$ cat src/design/pst_pkg.sv
`timescale 1ns / 1ps
// Package for the prime sieve table: field widths, request codes, sequencer states
// and the structs passed between the sequencer and the shared adder/compare unit.
// No dependencies.
package pst_pkg;

    // Width of the number fields of a request.
    localparam int NUM_W = 10;
    // Datapath width: one bit more than a number, so a running multiple may pass the top.
    localparam int DP_W  = NUM_W + 1;

    // Request kinds.
    localparam logic REQ_BUILD = 1'b0;
    localparam logic REQ_QUERY = 1'b1;

    // The only even prime and the first odd prime.
    localparam int EVEN_PRIME      = 2;
    localparam int FIRST_ODD_PRIME = 3;

    typedef logic [NUM_W-1:0] t_num;
    typedef logic [DP_W-1:0]  t_dp;

    typedef enum logic [8:0] {
        ST_IDLE   = 9'b000000001,
        ST_INIT   = 9'b000000010,
        ST_PTEST  = 9'b000000100,
        ST_PREAD  = 9'b000001000,
        ST_MARK   = 9'b000010000,
        ST_PINC   = 9'b000100000,
        ST_SQUARE = 9'b001000000,
        ST_QREAD  = 9'b010000000,
        ST_FINISH = 9'b100000000
    } t_state;

    // Operands for the shared adder/compare unit.
    typedef struct packed {
        t_dp a;
        t_dp b;
    } t_alu_ctl;

    // Sum and whether that sum is at or below the sieve top.
    typedef struct packed {
        t_dp  sum;
        logic le_top;
    } t_alu_res;

endpackage

$ cat src/design/pst_req_if.sv
`timescale 1ns / 1ps
// Request channel of the prime sieve table: valid/ready handshake with the request fields.
// Depends on pst_pkg.
interface pst_req_if;
    import pst_pkg::*;

    logic valid;
    logic ready;
    logic req_type;
    t_num limit;
    t_num query_number;

    modport source (output valid, output req_type, output limit, output query_number,
                    input ready);
    modport sink   (input valid, input req_type, input limit, input query_number,
                    output ready);
endinterface

$ cat src/design/pst_res_if.sv
`timescale 1ns / 1ps
// Result channel of the prime sieve table: valid/ready handshake with the result fields.
// No dependencies.
interface pst_res_if;
    logic valid;
    logic ready;
    logic is_prime;
    logic in_range;

    modport source (output valid, output is_prime, output in_range, input ready);
    modport sink   (input valid, input is_prime, input in_range, output ready);
endinterface

$ cat src/design/prime_sieve_table.sv
`timescale 1ns / 1ps
// Prime sieve table: a query's flag read is registered, then loaded into the output register
// once it has room; only then is the next request taken. A build writes each initial flag
// up to the limit, and for each odd p with p*p <= limit reads p's flag, clears its multiples
// from p*p up if set and advances p, all on one shared adder, then a closing test and output load.
// Synchronous active-low reset clears the control and marks the table as not built; the
// flag memory is not cleared, since a query is only answered from entries a build wrote.
module prime_sieve_table #(
    parameter int MAX_NUMBER = 1024
) (
    input  logic         i_clk,
    input  logic         i_rst_n,
    pst_req_if.sink      i_req,
    pst_res_if.source    o_res
);
    import pst_pkg::*;

    // Address width of the flag memory.
    localparam int AddrW  = $clog2(MAX_NUMBER);
    // Highest number a build can cover: the store's last entry, or the field's maximum.
    localparam int TopMax = (MAX_NUMBER - 1 > (1 << NUM_W) - 1) ?
                            (1 << NUM_W) - 1 : MAX_NUMBER - 1;

    // Sequencer and datapath registers.
    t_state r_state, n_state;
    t_num   r_top, n_top;           // top of the running build
    t_dp    r_k, n_k;               // init index, then the running multiple
    t_dp    r_p, n_p;               // current odd sieving candidate
    t_dp    r_sq, n_sq;             // square of r_p, kept by increments
    logic   r_built, n_built;
    t_num   r_built_limit, n_built_limit;
    logic   r_res_prime, n_res_prime;
    logic   r_res_range, n_res_range;

    // Output register: holds a finished result until the sink takes it.
    logic   r_o_valid, n_o_valid;
    logic   r_o_prime, n_o_prime;
    logic   r_o_range, n_o_range;

    // Flag memory ports.
    logic             mem_we;
    logic [AddrW-1:0] mem_waddr;
    logic             mem_wdata;
    logic [AddrW-1:0] mem_raddr;
    logic             mem_rdata;

    t_alu_ctl alu_ctl;
    t_alu_res alu_res;
    t_num     clamped_limit;
    logic     out_free;

    pst_alu u_alu (
        .i_ctl (alu_ctl),
        .i_top (r_top),
        .o_res (alu_res)
    );

    pst_ram #(
        .WIDTH (1),
        .DEPTH (MAX_NUMBER)
    ) u_flags (
        .i_clk   (i_clk),
        .i_we    (mem_we),
        .i_waddr (mem_waddr),
        .i_wdata (mem_wdata),
        .i_raddr (mem_raddr),
        .o_rdata (mem_rdata)
    );

    // A limit beyond the store is saturated to its last entry.
    assign clamped_limit = (i_req.limit > NUM_W'(TopMax)) ? NUM_W'(TopMax) : i_req.limit;

    // The output register can take a new result when it is empty or being emptied.
    assign out_free = !r_o_valid || o_res.ready;

    assign i_req.ready    = (r_state == ST_IDLE);
    assign o_res.valid    = r_o_valid;
    assign o_res.is_prime = r_o_prime;
    assign o_res.in_range = r_o_range;

    always_comb begin
        n_state       = r_state;
        n_top         = r_top;
        n_k           = r_k;
        n_p           = r_p;
        n_sq          = r_sq;
        n_built       = r_built;
        n_built_limit = r_built_limit;
        n_res_prime   = r_res_prime;
        n_res_range   = r_res_range;
        n_o_valid     = r_o_valid && !o_res.ready;
        n_o_prime     = r_o_prime;
        n_o_range     = r_o_range;

        alu_ctl.a = r_k;
        alu_ctl.b = DP_W'(1);
        mem_we    = 1'b0;
        mem_waddr = AddrW'(r_k);
        mem_wdata = 1'b0;
        mem_raddr = AddrW'(i_req.query_number);

        unique case (r_state)
            ST_IDLE: begin
                if (i_req.valid) begin
                    if (i_req.req_type == REQ_BUILD) begin
                        // The built limit is recorded up front; no query can run meanwhile.
                        n_top         = clamped_limit;
                        n_built_limit = clamped_limit;
                        n_built       = 1'b1;
                        n_k           = '0;
                        n_state       = ST_INIT;
                    end else if (r_built && (i_req.query_number <= r_built_limit)) begin
                        // The flag read was issued at this edge through mem_raddr.
                        n_state = ST_QREAD;
                    end else begin
                        n_res_prime = 1'b0;
                        n_res_range = 1'b0;
                        n_state     = ST_FINISH;
                    end
                end
            end
            ST_INIT: begin
                // Two is prime, odd numbers from three start as prime, all else is not.
                mem_we    = 1'b1;
                mem_wdata = (r_k == DP_W'(EVEN_PRIME)) ||
                            ((r_k >= DP_W'(FIRST_ODD_PRIME)) && r_k[0]);
                n_k       = alu_res.sum;
                if (!alu_res.le_top) begin
                    n_p     = DP_W'(FIRST_ODD_PRIME);
                    n_sq    = DP_W'(FIRST_ODD_PRIME * FIRST_ODD_PRIME);
                    n_state = ST_PTEST;
                end
            end
            ST_PTEST: begin
                // Keep sieving while p*p is within the top; fetch the flag of p.
                alu_ctl.a = r_sq;
                alu_ctl.b = '0;
                mem_raddr = AddrW'(r_p);
                if (alu_res.le_top) begin
                    n_state = ST_PREAD;
                end else begin
                    n_res_prime = 1'b0;
                    n_res_range = 1'b1;
                    n_state     = ST_FINISH;
                end
            end
            ST_PREAD: begin
                if (mem_rdata) begin
                    n_k     = r_sq;
                    n_state = ST_MARK;
                end else begin
                    n_state = ST_PINC;
                end
            end
            ST_MARK: begin
                // Clear one multiple of p per cycle, from p*p upward.
                mem_we    = 1'b1;
                mem_wdata = 1'b0;
                alu_ctl.b = r_p;
                n_k       = alu_res.sum;
                if (!alu_res.le_top) begin
                    n_state = ST_PINC;
                end
            end
            ST_PINC: begin
                alu_ctl.a = r_p;
                alu_ctl.b = DP_W'(EVEN_PRIME);
                n_p       = alu_res.sum;
                n_state   = ST_SQUARE;
            end
            ST_SQUARE: begin
                // With p already advanced by two, the new square is the old one plus
                // 4*(p-1); p is odd, so p-1 is p with its low bit cleared.
                alu_ctl.a = r_sq;
                alu_ctl.b = {r_p[DP_W-3:1], 3'b000};
                n_sq      = alu_res.sum;
                n_state   = ST_PTEST;
            end
            ST_QREAD: begin
                n_res_prime = mem_rdata;
                n_res_range = 1'b1;
                n_state     = ST_FINISH;
            end
            ST_FINISH: begin
                // Hand the result to the output register once it has room.
                if (out_free) begin
                    n_o_valid = 1'b1;
                    n_o_prime = r_res_prime;
                    n_o_range = r_res_range;
                    n_state   = ST_IDLE;
                end
            end
            default: begin
                n_state = ST_IDLE;
            end
        endcase
    end

    always_ff @(posedge i_clk) begin
        if (!i_rst_n) begin
            r_state       <= ST_IDLE;
            r_built       <= 1'b0;
            r_built_limit <= '0;
            r_o_valid     <= 1'b0;
        end else begin
            r_state       <= n_state;
            r_built       <= n_built;
            r_built_limit <= n_built_limit;
            r_o_valid     <= n_o_valid;
        end
    end

    always_ff @(posedge i_clk) begin
        r_top       <= n_top;
        r_k         <= n_k;
        r_p         <= n_p;
        r_sq        <= n_sq;
        r_res_prime <= n_res_prime;
        r_res_range <= n_res_range;
        r_o_prime   <= n_o_prime;
        r_o_range   <= n_o_range;
    end
endmodule

$ cat src/design/pst_ram.sv
`timescale 1ns / 1ps
// Generic simple dual-port RAM: one write port, one read port with registered read data.
// No dependencies.
module pst_ram #(
    parameter int WIDTH = 1,
    parameter int DEPTH = 1024
) (
    input  logic                     i_clk,
    input  logic                     i_we,
    input  logic [$clog2(DEPTH)-1:0] i_waddr,
    input  logic [WIDTH-1:0]         i_wdata,
    input  logic [$clog2(DEPTH)-1:0] i_raddr,
    output logic [WIDTH-1:0]         o_rdata
);
    logic [WIDTH-1:0] r_mem [DEPTH];
    logic [WIDTH-1:0] r_rdata;

    always_ff @(posedge i_clk) begin
        if (i_we) begin
            r_mem[i_waddr] <= i_wdata;
        end
        r_rdata <= r_mem[i_raddr];
    end

    assign o_rdata = r_rdata;
endmodule

$ cat src/design/pst_alu.sv
`timescale 1ns / 1ps
// Shared adder and top compare of the prime sieve table, used by the sequencer's build steps.
// Depends on pst_pkg.
module pst_alu (
    input  pst_pkg::t_alu_ctl i_ctl,
    input  pst_pkg::t_num     i_top,
    output pst_pkg::t_alu_res o_res
);
    import pst_pkg::*;

    t_dp sum;

    assign sum          = i_ctl.a + i_ctl.b;
    assign o_res.sum    = sum;
    assign o_res.le_top = (sum <= {1'b0, i_top});
endmodule

$ cat src/flat_wrapper.sv
// flat-port wrapper written by rule: the top's interface ports become plain ports
module prime_sieve_table_flat import pst_pkg::*;
#(
    parameter int MAX_NUMBER = 1024
)
  (i_clk, i_rst_n, i_req_valid, i_req_req_type, i_req_limit, i_req_query_number, i_req_ready, o_res_valid, o_res_is_prime, o_res_in_range, o_res_ready);
  pst_req_if i_req_i ();
  pst_res_if o_res_i ();
  input  logic i_clk;
  input  logic i_rst_n;
  input wire logic [$bits(i_req_i.valid)-1:0] i_req_valid;
  input wire logic [$bits(i_req_i.req_type)-1:0] i_req_req_type;
  input wire logic [$bits(i_req_i.limit)-1:0] i_req_limit;
  input wire logic [$bits(i_req_i.query_number)-1:0] i_req_query_number;
  output wire logic [$bits(i_req_i.ready)-1:0] i_req_ready;
  output wire logic [$bits(o_res_i.valid)-1:0] o_res_valid;
  output wire logic [$bits(o_res_i.is_prime)-1:0] o_res_is_prime;
  output wire logic [$bits(o_res_i.in_range)-1:0] o_res_in_range;
  input wire logic [$bits(o_res_i.ready)-1:0] o_res_ready;
  assign i_req_i.valid = i_req_valid;
  assign i_req_i.req_type = i_req_req_type;
  assign i_req_i.limit = i_req_limit;
  assign i_req_i.query_number = i_req_query_number;
  assign i_req_ready = i_req_i.ready;
  assign o_res_valid = o_res_i.valid;
  assign o_res_is_prime = o_res_i.is_prime;
  assign o_res_in_range = o_res_i.in_range;
  assign o_res_i.ready = o_res_ready;
  prime_sieve_table #(.MAX_NUMBER(MAX_NUMBER)) u_core (.i_clk(i_clk), .i_rst_n(i_rst_n), .i_req(i_req_i), .o_res(o_res_i));
endmodule
$ cat config.mk
export PLATFORM = sky130hd
export DESIGN_NAME = prime_sieve_table_flat
export DESIGN_NICKNAME = d
export VERILOG_FILES = /design/src/design/pst_pkg.sv /design/src/design/pst_req_if.sv /design/src/design/pst_res_if.sv /design/src/design/prime_sieve_table.sv /design/src/design/pst_ram.sv /design/src/design/pst_alu.sv /design/src/flat_wrapper.sv
export SDC_FILE = /design/constraint.sdc
export NUM_CORES = 2
export LEC_CHECK = 0
export ABC_AREA = 1
export BUFFER_PORTS_ARGS = -buffer_cell sky130_fd_sc_hd__buf_2
export CORE_ASPECT_RATIO = 0.8
export CORE_UTILIZATION = 50
export CTS_CLUSTER_DIAMETER = 120
export DETAILED_ROUTE_END_ITERATION = 7
export HOLD_SLACK_MARGIN = 0.06
export PLACE_DENSITY = 0.65
export REMOVE_ABC_BUFFERS = 1
export SLEW_MARGIN = 20
export SYNTH_ARGS = -nofsm -noshare
export SYNTH_HDL_FRONTEND = slang
export SYNTH_HIERARCHICAL = 1
export SYNTH_SLANG_ARGS = --single-unit
$ cat constraint.sdc
create_clock -name i_clk -period 58.6 [get_ports i_clk]
set_input_delay 0 -clock i_clk [delete_from_list [all_inputs] [get_ports i_clk]]
set_output_delay 0 -clock i_clk [all_outputs]
set_load 0.01 [all_outputs]
# ---- Word level (Yosys, flattened, before mapping)
# Memories as Yosys holds them, arrays and structs flattened. A register that Yosys moved wholly into a read port is not among the register bits.
# Index checks and enable logic that the tools add are counted.
dict set report totals {
  regBits 68
  out_inout_bits 4
  ram_bits 1024
  mem_count 1
  in_bits 25
}
# name words width read_ports rd_ports_with_merged_regs write_ports line
set mem_list {}
lappend mem_list {u_core.u_flags.r_mem 1024 1 1 1 1 pst_ram.sv:15} ;# logic [WIDTH-1:0] r_mem [DEPTH];
dict set report op_classes {
  eq_ne 19
  add_sub_neg 1
  reduce_logical 20
  order_cmp 4
  bitwise 1
  muxes 34
}
# operator count
set ops {}
lappend ops {{$pmux W9 S9} 1}
lappend ops {{$pmux W11 S2} 3}
lappend ops {{$mux W9} 7}
lappend ops {{$mux W11} 5}
lappend ops {{$pmux W11 S4} 1}
lappend ops {{$pmux W11 S3} 1}
lappend ops {{$mux W10} 2}
lappend ops {{$ne A2 B2 Y1 const B} 8}
lappend ops {{$add A11 B11 Y11} 1}
lappend ops {{$eq A11 B2 Y1 const B} 1}
lappend ops {{$ge A11 B2 Y1 const B} 1}
lappend ops {{$le A11 B10 Y1} 1}
lappend ops {{$mux W1} 11}
lappend ops {{$gt A10 B10 Y1 const B} 1}
lappend ops {{$le A10 B10 Y1} 1}
lappend ops {{$eq A9 B1 Y1 const B} 1}
lappend ops {{$eq A9 B2 Y1 const B} 1}
lappend ops {{$eq A9 B3 Y1 const B} 1}
lappend ops {{$eq A9 B4 Y1 const B} 1}
lappend ops {{$eq A9 B5 Y1 const B} 1}
lappend ops {{$eq A9 B6 Y1 const B} 1}
lappend ops {{$eq A9 B7 Y1 const B} 1}
lappend ops {{$eq A9 B8 Y1 const B} 1}
lappend ops {{$eq A9 B9 Y1 const B} 1}
lappend ops {{other kinds (14)} 25}

# ---- Logic depth before layout (Yosys ltp)
dict set report depth {
  depth_word 7
  ltp_mapped 32
  ltp_nobuf 31
}

# ---- By module
# The synthesis kept the hierarchy.
# mod seq_area_each_um2 area_each_um2 cells_each instances
set modules_own_cells {}
lappend modules_own_cells {pst_ram 30769.5 46392.0 4679 1}
lappend modules_own_cells {prime_sieve_table 1831.8 3621.0 404 1}
lappend modules_own_cells {pst_alu 0.0 774.5 118 1}

# ---- Least setup slack after synthesis
# No wires, ideal clock.
dict set report synth_timing {
  path_type {register -> register}
  start {register u_core.r_k[8]}
  end {memory u_core.u_flags.r_mem[0] (data pin)}
  arrival_ps 42110
  path_stages_with_launch 7
  synth_period_minus_slack_ps 50452
  slack_ps 8148
  t_required_ps 50258
  cell_sequence {edfxtp_1 nor2_1 nand2_1 nor3_1 and2_0 nor2_1 a211oi_1}
}
dict set report synth_via {
  elab_chain_cells 4
  word_cells_on_any_way 5
  classes_between {order compare: 1; eq/ne: 1; mux: 1; reduce/logical: 2}
}
# element line
set synth_rtl {}
lappend synth_rtl {{from (decl)} prime_sieve_table.sv:27} ;# t_dp r_k, n_k;
lappend synth_rtl {{from (signal assigned)} prime_sieve_table.sv:215} ;# r_k <= n_k;
lappend synth_rtl {{$ge A11 B2 Y1} prime_sieve_table.sv:126} ;# ((r_k >= DP_W'(FIRST_ODD_PRIME)) && r_k[0]);
lappend synth_rtl {{$logic_and A1 B1 Y1} prime_sieve_table.sv:126}
lappend synth_rtl {{$logic_or A1 B1 Y1 (*)} prime_sieve_table.sv:125} ;# mem_wdata = (r_k == DP_W'(EVEN_PRIME)) ||
lappend synth_rtl {{$mux W1 (*)} prime_sieve_table.sv:102} ;# unique case (r_state)
lappend synth_rtl {{named net u_core.mem_wdata} prime_sieve_table.sv:43} ;# logic mem_wdata;
lappend synth_rtl {{to (decl)} pst_ram.sv:15}
# Mark *: on every way through the listed nets, which the timed path passes. The rest lies on a longest branch.

==> impl_metrics.py <==
metrics = {
    "timing": {
        "report.final.slew_viol_count": 0,
        "setup_repair_after_global_routing_missed_its_margin": "no",
        "setup_violations": 0,
        "report.final.hold_viol_count": 0,
        "finalCriticalPeriod_ns": 5.18,
        "setup_tns_ns": 0,
        "worst_pin_slew_ns": 1.38,
        "final.period_utilization_pct": 8.84,
        "peak_freq_mhz": 193,
        "slew_headroom_pct": 8.02,
        "timing.clock.skew_ns": 0.0309,
    },
    "global_routing": {
        "grt_start_max_net_pins": 272,
        "grt_antenna_before_repair": 1,
        "vias_in_the_first_global_route": 35000,
        "global_route.usage.total_pct": 27.8,
        "globalRoute.totalOverflow": 0,
        "grt_first_pass_wirelength_um": 216000,
    },
    "cells_and_area": {
        "final_layout_size_suffix_gt1_share_pct": 7.48,
        "seq_area_um2": 32600,
        "filler_cell_count": 8968,
        "final_nets": 5058,
        "finalInstanceArea_um2": 55000,
        "multiInputGateArea_um2": 15600,
        "syn_to_final_growth_pct": 8.20,
    },
    "clock_tree": {
        "ctsHoldBuffers": 29,
        "cts_num_sinks": 1093,
        "clkSlewWorstSetupHoldPaths_ns": 0.06,
        "cts_repair_resize_count": 0,
        "clk_root_buffer_cell": "sky130_fd_sc_hd__clkbuf_16",
        "cts_buffer_depth": 3,
        "post_cts_buffers": 0,
        "cts_htree_levels": 3,
        "clk_latency_ns": 0.72,
        "tritoncts_clock_tree": "built",
        "tritoncts_buffer_count": 106,
    },
    "drt": {
        "detail_route.vias_per_cell": 5.87,
        "routed_wl_um": 144000,
        "routed-wl-met3_um": 14200,
        "routedLengthMet1_um": 59900,
        "drc": 0,
        "drt_iter0_markers": 5201,
        "drtPass1Iterations": 6,
        "routedWlPerCell_um": 22.5,
        "routed-via-count": 37700,
        "met2_wirelength_um": 65600,
        "topRoutingLayerUsed": "met5",
        "final_antenna_net_count": 0,
    },
    "synthesis": {
        "synth_top_cells_by_area": "sky130_fd_sc_hd__edfxtp_1 63%, sky130_fd_sc_hd__nand3_1 10%, sky130_fd_sc_hd__nand2_1 8.7%, sky130_fd_sc_hd__nor2_1 8.1%, sky130_fd_sc_hd__clkbuf_1 1.5%",
        "yosysUniqueCellTypes": 45,
        "syn_avg_cell_area_um2": 9.76,
        "syn_area_um2": 50800,
        "ys_ff_latch": 1093,
        "synth_seq_area_share_pct": 64.2,
        "netlist.top_cell.by_area": "sky130_fd_sc_hd__edfxtp_1",
        "synth_warnings": 6,
        "synthDominantCellAreaShare_pct": 63.3,
        "syn-instance-count": 5201,
    },
    "worst_setup_path": {
        "cp_max_fo": 22,
        "ff2ff_setup_slack_ns": 53.42,
        "arrival_ns": 5.50,
        "cell_repeated_most_along_the_worst_path": "sky130_fd_sc_hd__nand2_1",
        "worst_path_largest_cell_delay_ns": 0.84,
        "worst_r2r_path_cells": 26,
        "regToRegStartpoint": "u_core/r_state[8]$_SDFFE_PN0P_",
        "r2r_end": "u_core/r_p[9]$_SDFFCE_PN0P_",
        "worst_setup_path_end_kind": "flop",
        "cp.required_ns": 58.91,
        "worstSetupPathType": "reg2reg",
        "slowest_stage": "sky130_fd_sc_hd__a21oi_1",
        "cp-start-kind": "flop",
    },
    "worst_hold_path": {
        "min_delay_worst_endpoint": "u_core/o_res.valid$_SDFF_PN0_",
        "min_path_cells": 5,
        "holdCritStartpoint": "o_res_ready",
        "hold_path.class": "in2reg",
    },
    "floorplanning": {
        "die_h_um": 287,
        "initial_core_util_pct": 50.5,
        "floorplan.io_pins": 29,
        "floorplan.die.width_um": 358,
        "core_area_um2": 101000,
        "num_rows": 104,
        "die-area_um2": 103000,
    },
    "power": {
        "cellLeakagePower_nw": 18.4,
        "p_per_area_nw_per_um2": 33.4,
        "ir_drop_worst_vdd_mv": 0.0304,
    },
    "place": {
        "detailed_place.area_um2": 51100,
        "detailed_place_hpwl_um": 72100,
        "placement.io_buffers": 28,
        "gpl.final_weighted_congestion": 0.837,
    },
    "flow_run": {
        "cap_violations": 0,
    },
    "outcome": {
        "outcome": "finished, final reports clean",
    },
}
[cell usage after synthesis (all sizes together)]
master / n
nor2: 1106
fa: 1
a21boi: 1
nand4: 12
ha: 30
dfxtp: 22
and2: 1
o21ai: 27
nand2: 1194
o221ai: 11
a21o: 2
a21oi: 27
buf: 226
o21a: 1
inv: 150
a211oi: 2
nand3: 1042
edfxtp: 1071
xor2: 7
o21bai: 1
clkbuf: 209
o22ai: 19
xnor2: 3
nor3: 35
a31oi: 1
[how the worst max path moves through the flow]
| stage | start | slack (ns) | depth (start not counted) | endpoint |
|---|---|---|---|---|
| 2_1_floorplan | u_core/r_k[8]$_DFFE_PP_ | 8.15 | 6 | u_core/u_flags/r_mem[0]$_DFFE_PP_ |
| 3_3_place_gp | u_core/r_state[8]$_SDFFE_PN0P_ | 53.56 | 26 | u_core/r_p[10]$_SDFFCE_PN0P_ |
| 3_5_place_dp | u_core/r_state[8]$_SDFFE_PN0P_ | 53.53 | 26 | u_core/r_p[6]$_SDFFCE_PN0P_ |
| 4_1_cts | u_core/r_state[8]$_SDFFE_PN0P_ | 53.46 | 26 | u_core/r_p[9]$_SDFFCE_PN0P_ |
| 5_1_grt | u_core/r_state[8]$_SDFFE_PN0P_ | 52.91 | 26 | u_core/r_p[5]$_SDFFCE_PN0P_ |
| 6_report | u_core/r_state[8]$_SDFFE_PN0P_ | 53.42 | 26 | u_core/r_p[9]$_SDFFCE_PN0P_ |
[layout make-up]
type / count / share of cell area [%]
Sequential cell: 1093 / 59.3
Multi-Input combinational cell: 3523 / 28.4
Clock buffer: 134 / 5.28
Tap cell: 1325 / 3.02
Timing Repair Buffer: 128 / 1.84
Inverter: 150 / 1.08
Clock inverter: 63 / 1.03
Antenna cell: 1 / 0.00455
[metal layers]
metal | GRT usage (%) | vias to the layer above
li1 | - | 17100
met1 | 39.7 | 18400
met2 | 43.3 | 1836
met3 | 4.91 | 281
met4 | 8.98 | 2
met5 | 0 | -
[critical path: cells and delay by family (launching register included)]
kind | cells | cell delay, ns
AND/OR/NAND/NOR | 14 | 1.59
AO/OA/AOI/OAI | 4 | 1.17
adder cells (fa/ha/maj) | 3 | 0.89
flip-flops | 1 | 0.52
buffers and inverters | 4 | 0.46
XOR/XNOR | 1 | 0.14
[layout by cell type, fill, tap and decap left out, types with 5 or more instances in the layout]
master / count
sky130_fd_sc_hd__dfxtp_1: 22
sky130_fd_sc_hd__a21oi_1: 23
sky130_fd_sc_hd__inv_2: 14
sky130_fd_sc_hd__buf_2: 28
sky130_fd_sc_hd__edfxtp_1: 1071
sky130_fd_sc_hd__clkbuf_16: 110
sky130_fd_sc_hd__o21ai_1: 11
sky130_fd_sc_hd__clkbuf_1: 18
sky130_fd_sc_hd__nand3_2: 7
sky130_fd_sc_hd__clkbuf_8: 6
sky130_fd_sc_hd__buf_4: 67
sky130_fd_sc_hd__inv_1: 131
sky130_fd_sc_hd__ha_1: 30
sky130_fd_sc_hd__nand2_2: 59
sky130_fd_sc_hd__nand2_1: 1131
sky130_fd_sc_hd__o21ai_4: 5
sky130_fd_sc_hd__nand4_1: 11
sky130_fd_sc_hd__nor3_1: 30
sky130_fd_sc_hd__nor2_1: 1093
sky130_fd_sc_hd__dlygate4sd3_1: 29
sky130_fd_sc_hd__o21ai_0: 9
sky130_fd_sc_hd__o22ai_1: 19
sky130_fd_sc_hd__o221ai_2: 10
sky130_fd_sc_hd__clkinv_2: 20
sky130_fd_sc_hd__clkinv_1: 29
sky130_fd_sc_hd__xor2_1: 6
sky130_fd_sc_hd__nor2_2: 9
sky130_fd_sc_hd__bufinv_16: 11
sky130_fd_sc_hd__nand3_1: 1034
[kinds of logic after synthesis]
kind of cell	after synthesis	synth area share (%)
buf+inv	585	5.54
simple gates	3390	28.1
flops	1093	64.2
fa+ha+maj	31	0.778
compound gates	92	1.23
xor+xnor	10	0.187
[flip-flops by register name, summed over array words and instances (netlist names), 9 cells and up]
signal / count
u_core/u_flags/r_mem: 1024
u_core/r_k: 11
u_core/r_p: 11
u_core/r_sq: 11
u_core/r_built_limit: 10
u_core/r_top: 10
u_core/r_state: 9
[stage by stage]
step	hold slack, ns	util [%]	cells	power [mW]	worst slack (ns)
finish	0.107	54.6	6417	1.84	53.42
global route	0.127	54.6	6416	1.90	52.91
CTS	0.0740	54.5	6416	1.83	53.46
detailed placement	0.200	50.8	6190	1.15	53.53
global placement	0.210	50.8	6190	1.15	53.56
floorplan	0.0841	-	4766	1.12	8.15
[report_power, final]
group          switching, mW  internal [mW]
Combinational          0.200         0.0629
Sequential            0.0155          0.865
Clock                  0.297          0.397
No activity file was read; power rests on OpenSTA's default activity.
